--- src/rtl/core/rlc_pkg.sv ---
`timescale 1ns / 1ps

package rlc_pkg;

  localparam int unsigned LIGHT_COUNT_DEF = 6;
  localparam int unsigned PALETTE_SIZE    = 12;
  localparam int unsigned PAL_TABLE_LEN   = 12;

  localparam int unsigned TIME_W  = 24;
  localparam int unsigned COLOR_W = 24;
  localparam int unsigned CFG_W   = 24;

  localparam logic [7:0] FULL = 8'hFF;
  localparam logic [7:0] HALF = 8'h80;

  localparam logic [COLOR_W-1:0] STAGE_INIT_HI = {FULL, FULL, 8'h00};
  localparam logic [COLOR_W-1:0] STAGE_INIT_LO = {HALF, FULL, 8'h00};

  localparam logic [TIME_W-1:0] SPEED_RESET = 24'h010000;

  typedef enum logic [1:0] {
    ACT_TICK  = 2'd0,
    ACT_ENTER = 2'd1,
    ACT_LEAVE = 2'd2
  } action_e;

  typedef enum logic [1:0] {
    CFG_SPEED = 2'd0,
    CFG_HOLD  = 2'd1,
    CFG_GROUP = 2'd2
  } cfg_idx_e;

  typedef struct packed {
    action_e           action;
    logic              is_player;
    logic [TIME_W-1:0] delta_time;
  } item_t;

  function automatic logic [COLOR_W-1:0] palette_color(input logic [3:0] idx);
    logic [COLOR_W-1:0] c;
    case (idx)
      4'd0:    c = {8'h00, FULL, 8'h00};
      4'd1:    c = {8'h00, FULL, HALF};
      4'd2:    c = {8'h00, FULL, FULL};
      4'd3:    c = {8'h00, HALF, FULL};
      4'd4:    c = {8'h00, 8'h00, FULL};
      4'd5:    c = {HALF, 8'h00, FULL};
      4'd6:    c = {FULL, 8'h00, FULL};
      4'd7:    c = {FULL, 8'h00, HALF};
      4'd8:    c = {FULL, 8'h00, 8'h00};
      4'd9:    c = {FULL, HALF, 8'h00};
      4'd10:   c = {FULL, FULL, 8'h00};
      4'd11:   c = {HALF, FULL, 8'h00};
      default: c = '0;
    endcase
    return c;
  endfunction

endpackage

--- src/rtl/core/rainbow_led_chase.sv ---
`timescale 1ns / 1ps
// Channel   Dir  Handshake                      Payload
// s_axis    in   s_axis_tvalid / s_axis_tready  tdata: delta_time; tuser: action, is_player
// m_axis    out  m_axis_tvalid / m_axis_tready  tdata: group, index, r, g, b; tlast: last light
// cfg       in   cfg_we_i                       cfg_idx_i, cfg_data_i
//
// One input word is taken per cycle; a word that fires the chase is taken
// once the output side has room for a new step, and yields LIGHT_COUNT words,
// one per cycle while m_axis_tready is high, from the output serializer.
// Asynchronous active-low reset restores the stage colors, latch,
// accumulator, palette index and hold counter. A stall on m_axis holds the
// serializer; non-firing words keep flowing meanwhile.

module rainbow_led_chase import rlc_pkg::*; #(
  parameter int unsigned LIGHT_COUNT = LIGHT_COUNT_DEF
) (
  input  logic             clk_i,
  input  logic             rst_ni,
  input  logic             s_axis_tvalid,
  output logic             s_axis_tready,
  input  logic [23:0]      s_axis_tdata,  // [23:0] delta_time
  input  logic [2:0]       s_axis_tuser,  // [1:0] action, [2] is_player
  output logic             m_axis_tvalid,
  input  logic             m_axis_tready,
  output logic [39:0]      m_axis_tdata,  // [7:0] light_group, [10:8] light_index,
                                          // [18:11] red, [26:19] green, [34:27] blue
  output logic             m_axis_tlast,  // last_light
  input  logic             cfg_we_i,
  input  logic [1:0]       cfg_idx_i,
  input  logic [CFG_W-1:0] cfg_data_i
);

  item_t                               in_item;
  logic                                emit_ready;
  logic                                fire;
  logic [7:0]                          group;
  logic [LIGHT_COUNT-1:0][COLOR_W-1:0] snap;
  logic [7:0]                          out_group;
  logic [2:0]                          out_index;
  logic [COLOR_W-1:0]                  out_color;

  always_comb begin
    in_item.action     = action_e'(s_axis_tuser[1:0]);
    in_item.is_player  = s_axis_tuser[2];
    in_item.delta_time = s_axis_tdata[TIME_W-1:0];
  end

  rlc_step #(
    .LIGHT_COUNT(LIGHT_COUNT)
  ) u_step (
    .clk_i       (clk_i),
    .rst_ni      (rst_ni),
    .in_valid_i  (s_axis_tvalid),
    .in_item_i   (in_item),
    .in_ready_o  (s_axis_tready),
    .cfg_we_i    (cfg_we_i),
    .cfg_idx_i   (cfg_idx_i),
    .cfg_data_i  (cfg_data_i),
    .emit_ready_i(emit_ready),
    .fire_o      (fire),
    .group_o     (group),
    .snap_o      (snap)
  );

  rlc_emit #(
    .LIGHT_COUNT(LIGHT_COUNT)
  ) u_emit (
    .clk_i  (clk_i),
    .rst_ni (rst_ni),
    .load_i (fire),
    .group_i(group),
    .snap_i (snap),
    .ready_o(emit_ready),
    .valid_o(m_axis_tvalid),
    .ready_i(m_axis_tready),
    .group_o(out_group),
    .index_o(out_index),
    .color_o(out_color),
    .last_o (m_axis_tlast)
  );

  assign m_axis_tdata = {5'b0, out_color[7:0], out_color[15:8], out_color[23:16],
                         out_index, out_group};

endmodule

--- src/rtl/core/rlc_step.sv ---
`timescale 1ns / 1ps

module rlc_step import rlc_pkg::*; #(
  parameter int unsigned LIGHT_COUNT = LIGHT_COUNT_DEF
) (
  input  logic                                clk_i,
  input  logic                                rst_ni,
  input  logic                                in_valid_i,
  input  item_t                               in_item_i,
  output logic                                in_ready_o,
  input  logic                                cfg_we_i,
  input  logic [1:0]                          cfg_idx_i,
  input  logic [CFG_W-1:0]                    cfg_data_i,
  input  logic                                emit_ready_i,
  output logic                                fire_o,
  output logic [7:0]                          group_o,
  output logic [LIGHT_COUNT-1:0][COLOR_W-1:0] snap_o
);

  logic                                vld_q;
  item_t                               item_q;
  logic [TIME_W-1:0]                   thr_q;
  logic [7:0]                          hold_cfg_q;
  logic [7:0]                          group_q;
  logic                                latch_q;
  logic [TIME_W-1:0]                   acc_q;
  logic [3:0]                          pal_q;
  logic [7:0]                          hold_q;
  logic [LIGHT_COUNT-1:0][COLOR_W-1:0] stage_q;

  logic [TIME_W:0]   sum;
  logic [TIME_W-1:0] acc_sat;
  logic              fire;
  logic              consume;
  logic [4:0]        pal_inc;
  logic [3:0]        pal_d;

  always_comb begin
    sum     = {1'b0, acc_q} + {1'b0, item_q.delta_time};
    acc_sat = sum[TIME_W] ? '1 : sum[TIME_W-1:0];
    fire    = vld_q && (item_q.action == ACT_TICK) && latch_q && (acc_sat > thr_q);
    consume = vld_q && (!fire || emit_ready_i);
    pal_inc = {1'b0, pal_q} + 5'd1;
    pal_d   = (pal_inc >= 5'(PALETTE_SIZE)) ? '0 : pal_inc[3:0];
  end

  assign in_ready_o = !vld_q || consume;
  assign fire_o     = fire && emit_ready_i;
  assign group_o    = group_q;
  assign snap_o     = stage_q;

  always_ff @(posedge clk_i) begin
    if (in_valid_i && in_ready_o) begin
      item_q <= in_item_i;
    end
  end

  always_ff @(posedge clk_i or negedge rst_ni) begin
    if (!rst_ni) begin
      vld_q      <= 1'b0;
      thr_q      <= SPEED_RESET;
      hold_cfg_q <= '0;
      group_q    <= '0;
      latch_q    <= 1'b0;
      acc_q      <= '0;
      pal_q      <= '0;
      hold_q     <= '0;
      for (int i = 0; i < LIGHT_COUNT; i++) begin
        stage_q[i] <= (i < 2) ? STAGE_INIT_HI : STAGE_INIT_LO;
      end
    end else begin
      if (in_ready_o) begin
        vld_q <= in_valid_i;
      end

      if (cfg_we_i) begin
        case (cfg_idx_e'(cfg_idx_i))
          CFG_SPEED: thr_q      <= cfg_data_i[TIME_W-1:0];
          CFG_HOLD:  hold_cfg_q <= cfg_data_i[7:0];
          CFG_GROUP: group_q    <= cfg_data_i[7:0];
          default: ;
        endcase
      end

      if (consume) begin
        case (item_q.action)
          ACT_TICK: begin
            if (latch_q) begin
              acc_q <= fire ? '0 : acc_sat;
            end
          end
          ACT_ENTER, ACT_LEAVE: begin
            if (item_q.is_player) begin
              latch_q <= (item_q.action == ACT_ENTER);
            end
          end
          default: ;
        endcase
      end

      if (consume && fire) begin
        for (int i = 0; i < LIGHT_COUNT - 1; i++) begin
          stage_q[i] <= stage_q[i+1];
        end
        if ({1'b0, pal_q} < 5'(PAL_TABLE_LEN)) begin
          stage_q[LIGHT_COUNT-1] <= palette_color(pal_q);
        end
        if (hold_q == hold_cfg_q) begin
          hold_q <= '0;
          pal_q  <= pal_d;
        end else begin
          hold_q <= hold_q + 8'd1;
        end
      end
    end
  end

`ifndef SYNTH
  a_fire_clears_acc: assert property (@(posedge clk_i) disable iff (!rst_ni)
    (consume && fire) |=> (acc_q == '0))
    else $error("accumulator not cleared after firing");

  a_pal_range: assert property (@(posedge clk_i) disable iff (!rst_ni)
    ({1'b0, pal_q} < 5'(PALETTE_SIZE)))
    else $error("palette index out of range");
`endif

endmodule

--- src/rtl/core/rlc_emit.sv ---
`timescale 1ns / 1ps

module rlc_emit import rlc_pkg::*; #(
  parameter int unsigned LIGHT_COUNT = LIGHT_COUNT_DEF
) (
  input  logic                                clk_i,
  input  logic                                rst_ni,
  input  logic                                load_i,
  input  logic [7:0]                          group_i,
  input  logic [LIGHT_COUNT-1:0][COLOR_W-1:0] snap_i,
  output logic                                ready_o,
  output logic                                valid_o,
  input  logic                                ready_i,
  output logic [7:0]                          group_o,
  output logic [2:0]                          index_o,
  output logic [COLOR_W-1:0]                  color_o,
  output logic                                last_o
);

  localparam int unsigned IW = $clog2(LIGHT_COUNT + 1);

  logic                                busy_q;
  logic                                last_q;
  logic [IW-1:0]                       idx_q;
  logic [7:0]                          group_q;
  logic [LIGHT_COUNT-1:0][COLOR_W-1:0] colors_q;
  logic [7:0]                          idx_ext;

  assign ready_o = !busy_q || (ready_i && last_q);
  assign valid_o = busy_q;
  assign group_o = group_q;
  assign color_o = colors_q[0];
  assign last_o  = last_q;
  assign idx_ext = 8'(idx_q);
  assign index_o = idx_ext[2:0];

  always_ff @(posedge clk_i) begin
    if (load_i) begin
      colors_q <= snap_i;
      group_q  <= group_i;
    end else if (busy_q && ready_i) begin
      for (int i = 0; i < LIGHT_COUNT - 1; i++) begin
        colors_q[i] <= colors_q[i+1];
      end
    end
  end

  always_ff @(posedge clk_i or negedge rst_ni) begin
    if (!rst_ni) begin
      busy_q <= 1'b0;
      last_q <= 1'b0;
      idx_q  <= '0;
    end else if (load_i) begin
      busy_q <= 1'b1;
      last_q <= 1'b0;
      idx_q  <= IW'(1);
    end else if (busy_q && ready_i) begin
      if (last_q) begin
        busy_q <= 1'b0;
        last_q <= 1'b0;
      end else begin
        idx_q  <= idx_q + IW'(1);
        last_q <= (idx_q == IW'(LIGHT_COUNT - 1));
      end
    end
  end

`ifndef SYNTH
  a_load_free: assert property (@(posedge clk_i) disable iff (!rst_ni)
    load_i |-> (!busy_q || (ready_i && last_q)))
    else $error("snapshot loaded over pending words");

  a_last_index: assert property (@(posedge clk_i) disable iff (!rst_ni)
    (busy_q && last_q) |-> (idx_q == IW'(LIGHT_COUNT)))
    else $error("last word at wrong light number");

  a_advance: assert property (@(posedge clk_i) disable iff (!rst_ni)
    (busy_q && !last_q && ready_i && !load_i) |=>
      (busy_q && (idx_q == $past(idx_q) + IW'(1))))
    else $error("light number did not advance");
`endif

endmodule
--- config.mk ---
export PLATFORM = sky130hd
export DESIGN_NAME = rainbow_led_chase
export DESIGN_NICKNAME = d
export VERILOG_FILES = /design/src/rtl/core/rlc_pkg.sv /design/src/rtl/core/rainbow_led_chase.sv /design/src/rtl/core/rlc_step.sv /design/src/rtl/core/rlc_emit.sv
export SDC_FILE = /design/constraint.sdc
export NUM_CORES = 1
export LEC_CHECK = 0
export ABC_AREA = 0
export BUFFER_PORTS_ARGS = -buffer_cell sky130_fd_sc_hd__buf_2
export CORE_MARGIN = 2
export CORE_UTILIZATION = 50
export CTS_BUF_LIST = sky130_fd_sc_hd__clkbuf_16
export DETAILED_ROUTE_END_ITERATION = 6
export GPL_TIMING_DRIVEN = 0
export PLACE_DENSITY_LB_ADDON = 0.15
export SLEW_MARGIN = 30
export SYNTH_ARGS = -nofsm -noshare
export SYNTH_HDL_FRONTEND = slang
export SYNTH_SLANG_ARGS = --single-unit
--- constraint.sdc ---
create_clock -name clk_i -period 8.49 [get_ports clk_i]
set_input_delay 1.2735 -clock clk_i [delete_from_list [all_inputs] [get_ports clk_i]]
set_output_delay 1.2735 -clock clk_i [all_outputs]
set_load 0.02 [all_outputs]
## Yosys cells after proc, flatten, opt, wreduce, memory -nomap -nowiden

Memory sizes are Yosys's and may differ from the RTL's. A register that Yosys moved wholly into a read port is not among the register bits.
Cells that the tools add are included.

| word-level totals | value |
|---|---|
| register bits after elaboration | 382 |
| bits in read-only memories | 384 |
| input bits | 58 |
| output and inout bits | 43 |
| word-level logic and storage cells | 86 |
| memories | 1 |

| cells by class | value |
|---|---|
| add/subtract/negate cells | 4 |
| order comparisons | 3 |
| equality and inequality tests | 7 |
| muxes and demuxes | 15 |
| reduce and logical (&&, ||, !) cells | 30 |

Memory list:

| name | words | bits a word | read ports | clocked after memory_dff | wr ports | RTL line | text |
|---|---|---|---|---|---|---|---|
| (name not given) | 16 | 24 | 1 | 1 | 0 | rlc_pkg.sv:41 | `case (idx)` |

Operator list:

| kind | count |
|---|---|
| $mux 120 | 2 |
| $mux 24 | 2 |
| $add 24x24->25 | 1 |
| $gt 24x24->1 | 1 |
| $reduce_and 2->1 | 7 |
| $logic_and 1x1->1 | 9 |
| $mux 3 | 3 |
| $add 8x1->8 const B | 1 |
| $eq 8x8->1 | 1 |
| $mux 8 | 1 |
| $mux 1 | 6 |
| $reduce_and 3->1 | 2 |
| $add 4x1->5 const B | 1 |
| $ge 5x4->1 const B | 1 |
| $eq 2x1->1 const B | 2 |
| $eq 2x2->1 const B | 2 |
| $logic_not 1->1 | 4 |
| $logic_not 2->1 | 2 |
| $lt 4x4->1 const B | 1 |
| $mux 4 | 1 |
| $reduce_bool 2->1 | 2 |
| $add 3x1->3 const B | 1 |
| $eq 3x3->1 const B | 1 |
| $logic_or 1x1->1 | 3 |
| 2 further kinds | 2 |

## Logic depth before layout (Yosys ltp)

Gate-level depths: netlist of run 1.

| logic depth | value |
|---|---|
| depth in word-level cells | 9 |
| depth in mapped cells | 23 |
| gate-level depth less buffers | 20 |

## Modules after synthesis

A second synthesis of run 1 with hierarchy kept.

| unflattened totals | value |
|---|---|
| cell total of the unflattened synthesis | 1197 |
| area total of the unflattened synthesis | 14876.8 µm² |

Modules (own cells, without submodules):

| module | instances | cells each | area an instance (µm²) | seq. area each (µm²) |
|---|---|---|---|---|
| rlc_step | 1 | 854 | 8279.2 | 3689.8 |
| rlc_emit | 1 | 337 | 6556.3 | 4689.5 |
| rainbow_led_chase | 1 | 6 | 41.3 | 0.0 |

## Worst setup path before layout of run 1

Ideal clock, no wire load.

| path | value |
|---|---|
| kind | reg2reg |
| start point | register u_step.acc_q[0] |
| end point | register u_emit.colors_q (netlist bit u_emit.color_o[14]) (enable) |
| library setup time | 0.461 ns |
| arrival | 6.122 ns |
| data required time | 8.029 ns |
| slack | 1.906 ns |
| stages on the path, launching flop included | 19 |
| buffers on the path | 2 |
| clock period less this slack | 6.584 ns |
| cell sequence | dfrtp_1 ha_1 fa_1 a21o_1 a221oi_4 nor4_2 or2_1 buf_6 a311o_1 a21oi_2 xnor2_1 or2_2 ha_1 nand4_1 nor4_1 o31a_1 o211ai_1 clkbuf_1 o21ai_0 |

| between the ends | value |
|---|---|
| longest elaborated chain between the ends | 6 |

RTL lines:

| item | RTL line | text |
|---|---|---|
| from (decl) | rlc_step.sv:26 | `logic [TIME_W-1:0] acc_q;` |
| from (signal assigned) | rlc_step.sv:89 | `acc_q <= fire ? '0 : acc_sat;` |
| $add 24x24->25 | rlc_step.sv:39 | `sum = {1'b0, acc_q} + {1'b0, item_q.delta_time};` |
| $mux 24 | rlc_step.sv:40 | `acc_sat = sum[TIME_W] ? '1 : sum[TIME_W-1:0];` |
| $gt 24x24->1 | rlc_step.sv:41 | `fire = vld_q && (item_q.action == ACT_TICK) && latch_q && (acc_sat > thr_q);` |
| $logic_and 1x1->1 | rlc_step.sv:41 |  |
| $logic_and 1x1->1 | rlc_step.sv:48 | `assign fire_o = fire && emit_ready_i;` |
| $reduce_bool 2->1 (no source line) | - |  |
| to (signal assigned) | rlc_emit.sv:39 | `colors_q <= snap_i;` |
| to (signal, indexed assignment) | rlc_emit.sv:43 | `colors_q[i] <= colors_q[i+1];` |
| to (decl) | rlc_emit.sv:26 | `logic [LIGHT_COUNT-1:0][COLOR_W-1:0] colors_q;` |

Every way passes these cells.
A chain may end at the register's enable or synchronous reset.

## Worst setup path in the final report of run 1

| path | value |
|---|---|
| start point | register u_step.item_q[0] in the netlist's numbering |
| end point | output s_axis_tready |

| between the ends | value |
|---|---|
| longest elaborated chain between the ends | 8 |

RTL lines:

| item | RTL line | text |
|---|---|---|
| from (decl) | rlc_step.sv:21 | `item_t item_q;` |
| from (signal assigned) | rlc_step.sv:54 | `item_q <= in_item_i;` |
| $add 24x24->25 | rlc_step.sv:39 |  |
| $mux 24 | rlc_step.sv:40 |  |
| $gt 24x24->1 | rlc_step.sv:41 |  |
| $logic_and 1x1->1 | rlc_step.sv:41 |  |
| $logic_not 1->1 | rlc_step.sv:42 | `consume = vld_q && (!fire \|\| emit_ready_i);` |
| $logic_or 1x1->1 | rlc_step.sv:42 |  |
| $logic_and 1x1->1 | rlc_step.sv:42 |  |
| $logic_or 1x1->1 | rlc_step.sv:47 | `assign in_ready_o = !vld_q \|\| consume;` |
| to (decl) | rainbow_led_chase.sv:20 | `output logic s_axis_tready,` |

Every way passes these cells.

==> summary.md, run 1 <==
| Metric | Value |
|---|---|
| DRT Pass-1 Iters | `7` |
| CTS tree | `built` |
| Tcrit/Tclk final | `83.18%` |
| CORE AREA | `18770 um^2` |
| Die X | `142.5 um` |
| Final hold violations | `0` |
| Filler Cell Count | `1611` |
| Starting Density | `51.09%` |
| RSZ-0062 raised after global routing | `false` |
| Slew Viols, Final | `0` |
| Max cap viols | `0` |
| H-tree depth | `4` |
| Clock tree buffer depth | `2` |
| First-pass GRT wire length | `32900 um` |
| Antenna Cells | `0` |
| Nets | `1167` |
| # hold bufs at CTS | `0` |
| Slowest cell on crit path | `nor4_1` |
| EDFF count, synth | `71` |
| Critical path arrival | `5.79 ns` |
| Port Buffers | `94` |
| Rel. slew slack | `55.72%` |
| Tot GR Track Use | `20.65%` |
| Static leakage | `5.068 nW` |
| ANT nets after route | `0` |
| Status | `completed` |
| Hold Crit Class | `flop to flop` |
| Clock sinks | `190` |
| Share of flip-flops with an asynchronous set or reset | `62.63%` |
| Die Height | `142.5 um` |
| Layout cells sized above 1 | `20.68%` |
| Root buf cell | `clkbuf_16` |
| Avg Inst Size Synth | `10.30 um^2` |
| Mapped Cells | `931` |
| Post-CTS Resized | `0` |
| Yosys cell types | `67` |
| Post-CTS Setup Repair Bufs | `0` |
| Overflow after GRT | `0` |
| Seq/Total Area, Yosys | `53.56%` |
| Die ar. | `20300 um^2` |
| #FFs+latches synth | `190` |
| Critical path's most frequent cell | `ha_1` |
| Ys Warns | `0` |
| PD cells | `321.6 nW/um^2` |
| Initial antenna violation count | `0` |
| Total CTS buffers | `17` |
| Post-layout utilization of the core | `59.14%` |
| Layout area overhead | `15.75%` |
| Top_reg_cell synth | `dfrtp_1` |
| Cells after DPL | `1266` |
| Tmin final | `7.062 ns` |
| Cell with the most instances after synthesis | `nand2_1` |
| Sum of buffers and inverters on the critical path | `4` |
| Worst-margin pin slew | `0.6587 ns` |
| WL/cell | `15.47 um` |
| Critical Path End Type | `primary output` |
| Fmax | `141.6 MHz` |
| Detailed placement HPWL | `14350 um` |
| # rows | `50` |
| Crit Path Max Fanout | `10` |
| IO Count | `101` |
| Residual DRC count | `0` |
| Mapped cell area | `9589 um^2` |
| GP Congestion | `0.8631` |
| WS Path Type | `flop to primary output` |
| Routed WL | `20080 um` |
| Worst EP required | `7.22 ns` |
| Top-area cell type share of the netlist area | `25.57%` |
| Number of global-route vias before repair | `6495` |
| Largest cells by area after synthesis | `dfrtp_1 26%, edfxtp_1 22%, nand2_1 8.5%, ha_1 7.4%, dfstp_2 5.8%` |
| Fin Clk Skew | `0.01009 ns` |
| CP delay by family, top | `simple AND/OR/NAND/NOR gates` |
| Clk Latency, worst-skew pair | `0.43 ns` |
| Avg Vias per Cell | `5.357` |
| Top cells by count, synth | `217 x nand2_1, 98 x dfrtp_1, 71 x edfxtp_1` |
| Largest net degree at the start of global routing | `74` |
| Setup-failing EPs final | `0` |
| Initial DRC count | `342` |
| Cell taking the most area after synthesis | `dfrtp_1` |
| Finished Layout Cells | `1298` |
| Clk slew on worst S/H paths | `0.07 ns` |
| Critical Path Source Type | `flop` |
| Vias | `6954` |
| Worst path cell trace | `ha_1 -> fa_1 -> a21o_1 -> a221oi_4 -> nor4_2 -> or2_1 -> buf_6 -> a311o_1 -> a21oi_2 -> xnor2_1 -> or2_2 -> ha_1 -> nand4_1 -> nor4_1 -> o31a_1 -> o211ai_1 -> clkbuf_1 -> nor2_1 -> inv_1 -> buf_2` |
| CP peak stage delay | `0.44 ns` |
| Peak VDD IR | `179.1 uV` |
| Pwr Total | `3.570 mW` |
==> layout by cell type (no fill, tap or decap), types with 24 or more instances in the layout <==
master / synthesis / final
nand2_1: 217 / 217
dfrtp_1: 98 / 98
buf_2: 0 / 93
edfxtp_1: 71 / 71
o21ai_0: 59 / 58
ha_1: 57 / 57
a21oi_1: 43 / 43
inv_1: 42 / 43
clkbuf_1: 30 / 29
buf_4: 29 / 29
nor2_1: 25 / 25
a22o_1: 24 / 24
==> per-layer routing <==
metal	wire length, um	up-vias	GRT usage, %
met5	0	-	0
met4	158	0	4.742
met3	957	12	4.172
met2	8773	181	30.97
met1	10190	3286	31.06
li1	-	3475	-
==> worst reg2reg max path, stage by stage (launching register included) <==
cell and delay [ns]:
edfxtp_1 0.42, ha_1 0.26, fa_1 0.42, a21o_1 0.24, a221oi_4 0.32, nor4_2 0.11, o21ai_1 0.20, a211oi_1 0.14
o22a_4 0.26, clkbuf_1 0.27, or2_2 0.36, ha_1 0.29, nor2b_1 0.13, o211ai_1 0.15, a21oi_1 0.09, o31a_1 0.31
o211ai_1 0.37, nand2b_1 0.16, clkbuf_1 0.34, inv_2 0.15, clkbuf_2 0.43, nand2_1 0.20, nand2_1 0.06
==> sequential cells by signal, summed over array words and instances (netlist names) <==
| name | count |
|---|---|
| u_step.snap_o | 36 |
| u_emit.colors_q | 30 |
| u_step.group_o | 8 |
| u_step.thr_q | 24 |
| u_step.latch_q | 1 |
| u_step.item_q | 27 |
| u_step.hold_q | 8 |
| u_step.hold_cfg_q | 8 |
| u_emit.valid_o | 1 |
| u_emit.color_o | 6 |
| u_step.pal_q | 4 |
| u_emit.last_o | 1 |
| u_step.acc_q | 24 |
| u_emit.index_o | 3 |
| u_step.vld_q | 1 |
| u_emit.group_o | 8 |
==> report_power, final <==
group	switching (mW)	total, mW	internal, mW
combinational	0.830	1.47	0.636
clock	0.343	0.835	0.492
sequential	0.106	1.27	1.16
total	1.28	3.57	2.29
==> layout make-up <==
cell class              count  area [um^2]  share of cell area, %
plain buffers              65        377.9                  3.404
clock buffers              17        425.4                  3.833
clock inverters            15        193.9                  1.747
inverters                  43        161.4                  1.454
multi-input cells         637         3949                  35.58
flip-flops and latches    190         5136                  46.27
well taps                 234        292.8                  2.638
repair buffers             97        563.0                  5.073
==> worst paths after layout <==
kind / from / end / slack, ns / depth (start not counted)
max in group asynchronous: rst_ni / u_step.snap_o[119] / 6.96 / 2
min: u_step.group_o[4] / u_emit.group_o[4] / 0.45 / 0
max reg2reg: u_step.item_q[0] / u_emit.color_o[6] / 2.56 / 22
min in group asynchronous: rst_ni / u_step.pal_q[2] / 0.83 / 1
min reg2reg: u_step.group_o[4] / u_emit.group_o[4] / 0.45 / 0
max: u_step.item_q[0] / s_axis_tready / 1.43 / 20
==> kinds of logic (layout without fill, tap and decap cells) <==
kind of cell	count (synthesis)	after routing	share of synthesized area, %
and+or+nand+nor	344	344	16.01
adders and majority gates	58	58	7.646
other	1	5	0.03911
DFF	190	190	53.56
xor gates and xnor gates	22	22	2.009
AOI/OAI and AO/OA	190	190	13.01
muxes	18	18	2.114
buffers and inverters	108	237	5.611
==> stage by stage <==
step	setup TNS (ns)	hold WS (ns)	worst slack [ns]	area, um^2
2_1_floorplan	0	0.4194	1.906	9604
3_3_place_gp	-3.806	0.4250	-0.1243	10370
3_5_place_dp	0	0.4302	1.906	10480
4_1_cts	0	0.4462	1.430	11100
5_1_grt	0	0.4563	1.105	11100
6_report	0	0.4472	1.428	11100
No activity file was read; power rests on OpenSTA's default activity.
==> inputs of run 2 (changes only) <==
Clock period 8.49 ns to 7.15 ns, I/O delays scaled along.
==> run 2 against run 1 <==
Compared with the run above: register-to-register slack got worse by 1.4 ns; sequential power is 19% higher; first-iteration DRC count is 5.0% lower; final cell count unchanged; worst setup slack got worse by 1.0 ns; combinational power is 18% higher; cell area hardly changed; global-route usage stayed put; utilization about the same; total power is 19% higher.
==> summary.md, run 2 (synthesis gave the netlist of run 1 again) <==
| Metric | Value |
|---|---|
| Residual DRC count | `0 (unchanged)` |
| R2R depth | `22 (unchanged)` |
| Worst EP required | `6.08 ns (was 7.22 ns)` |
| H-tree depth | `4 (unchanged)` |
| Most common cell after layout, fill and taps aside | `nand2_1 (unchanged)` |
| Slew Viols, Final | `0 (unchanged)` |
| WL/cell | `15.48 um (was 15.47 um)` |
| Avg Vias per Cell | `5.368 (was 5.357)` |
| RSZ-0062 raised after global routing | `false (unchanged)` |
| Critical Path End Type | `primary output (unchanged)` |
| Static leakage | `5.068 nW (about the same)` |
| Peak VDD IR | `212.6 uV (was 179.1 uV)` |
| # rows | `50 (unchanged)` |
| Layout area overhead | `15.78% (was 15.75%)` |
| Tot GR Track Use | `20.65% (unchanged)` |
| Detailed placement HPWL | `14350 um (unchanged)` |
| WS Path Type | `flop to primary output (unchanged)` |
| Clk slew on worst S/H paths | `0.07 ns (about the same)` |
| Critical Path Source Type | `flop (unchanged)` |
| Critical path arrival | `5.69 ns (was 5.79 ns)` |
| Crit Path Max Fanout | `10 (unchanged)` |
| Clock sinks | `190 (unchanged)` |
| Status | `completed (unchanged)` |
| Port Buffers | `94 (unchanged)` |
| R2r endpoint | `u_emit.color_o[6] (unchanged)` |
| Antenna Cells | `0 (unchanged)` |
| Filler Cell Count | `1610 (was 1611)` |
| Fmax | `147.9 MHz` |
| FF/Latch Area | `5136 um^2 (unchanged)` |
| GP Congestion | `0.8631 (unchanged)` |
| Reg-to-Reg Start | `u_step.item_q[0] (unchanged)` |
| Final hold violations | `0 (unchanged)` |
| Layout cells sized above 1 | `20.77% (was 20.68%)` |
| IO Count | `101 (unchanged)` |
| Max cap viols | `0 (unchanged)` |
| Die Height | `142.5 um (unchanged)` |
| Initial DRC count | `325 (was 342)` |
| Worst-margin pin slew | `0.6608 ns (was 0.6587 ns)` |
| Die X | `142.5 um (unchanged)` |
| Total CTS buffers | `17 (unchanged)` |
| Overflow after GRT | `0 (unchanged)` |
| Nets | `1167 (unchanged)` |
| Flop2flop setup slack | `1.18 ns (was 2.56 ns)` |
| Hold slack | `0.4472 ns (about the same)` |
| Initial antenna violation count | `0 (unchanged)` |
| WHS Endpoint | `u_emit.group_o[4] (unchanged)` |
| Vias | `6968 (was 6954)` |
| Routed WL | `20090 um (was 20080 um)` |
| Rel. slew slack | `55.58% (was 55.72%)` |
| Clock tree buffer depth | `2 (unchanged)` |
| Number of global-route vias before repair | `6495 (unchanged)` |
| Post-CTS Setup Repair Bufs | `0 (unchanged)` |
| Pre-CTS setup slack | `0.7669 ns (was 1.906 ns)` |
| Most frequent cells in the layout | `217 x nand2_1, 98 x dfrtp_1, 93 x buf_2, 71 x edfxtp_1, 58 x o21ai_0 (unchanged)` |
| Setup Total Neg Slack | `0 ns (unchanged)` |
| Critical Path Start | `u_step.item_q[0] (unchanged)` |
| Fin Clk Skew | `0.01148 ns (was 0.01009 ns)` |
| Max reg flops | `36 (unchanged)` |
| Setup-failing EPs final | `0 (unchanged)` |
| Clk Latency, worst-skew pair | `0.42 ns (was 0.43 ns)` |
| Die ar. | `20300 um^2 (unchanged)` |
| First-pass GRT wire length | `32900 um (unchanged)` |
| CTS tree | `built (unchanged)` |
| Multi-input logic area | `3951 um^2 (was 3949 um^2)` |
| Hold depth | `0 (unchanged)` |
| Final worst slack | `0.3904 ns (was 1.428 ns)` |
| Hold Crit Class | `flop to flop (unchanged)` |
| Largest net degree at the start of global routing | `74 (unchanged)` |
| ANT nets after route | `0 (unchanged)` |
| PD cells | `381.8 nW/um^2 (was 321.6 nW/um^2)` |
| Root buf cell | `clkbuf_16 (unchanged)` |
| Starting Density | `51.09% (unchanged)` |
| CORE AREA | `18770 um^2 (unchanged)` |
| Tcrit/Tclk final | `94.54%` |
| Tmin final | `6.760 ns` |
| DRT Pass-1 Iters | `4 (was 7)` |
| Hold Crit Start | `u_step.group_o[4] (unchanged)` |
-- run 2: cell counts in the layout (fill, tap and decap cells not counted) --
Identical to the previous run, type by type.
-- run 2: stage by stage --
step           area (um^2)  power [mW]  cells  util (%)
6_report             11100       4.239   1298     59.15
3_5_place_dp         10480       3.250   1266     55.84
2_1_floorplan         9604       2.813    935         -
4_1_cts              11100       4.259   1298     59.14
5_1_grt              11100       4.578   1298     59.15
3_3_place_gp         10370       3.200   1263     55.24
-- run 2: layout make-up --
type	instances	share of cell area, %
inverters	43	1.454
clock buffers	17	3.832
clock inverters	15	1.747
flip-flops and latches	190	46.26
multi-input cells	637	35.59
repair buffers	97	5.072
well taps	234	2.637
plain buffers	65	3.404
-- run 2: worst max-delay path: stages (launching register included) --
cell	delay (ns)
edfxtp_1	0.43
ha_1	0.27
fa_1	0.42
a21o_1	0.24
a221oi_4	0.32
nor4_2	0.12
o21ai_1	0.20
a211oi_1	0.14
o22a_4	0.26
clkbuf_1	0.28
or2_2	0.37
ha_1	0.29
nor2b_1	0.13
o211ai_1	0.15
a21oi_1	0.09
o31a_1	0.31
o211ai_1	0.37
clkbuf_1	0.48
nor2_2	0.16
inv_1	0.08
buf_2	0.15
-- run 2: layer usage --
layer / track usage, % / part of all wire [%]
met5: 0 / 0
met4: 4.742 / 0.79
met3: 4.172 / 4.9
met2: 30.97 / 43
met1: 31.06 / 51
-- run 2: repair_timing --
item                       CTS  global route
hold buffers                 0             0
resized for setup            0             1
setup endpoints to repair    0             1
-- run 2: worst max path at each step --
stage                               to  slack, ns  cells past startpoint
global placement    u_emit.color_o[23]      -1.46                     18
finish                   s_axis_tready       0.39                     20
CTS                      s_axis_tready       0.29                     20
detailed placement       s_axis_tready       0.77                     20
floorplan           u_emit.color_o[14]       0.57                     18
global route             s_axis_tready        0.1                     20
-- run 2: power breakdown --
group | internal, mW | switching [mW] | leakage [nW]
sequential | 1.38 | 0.126 | 2.13
combinational | 0.755 | 0.986 | 2.64
clock | 0.585 | 0.407 | 0.296
total | 2.72 | 1.52 | 5.07
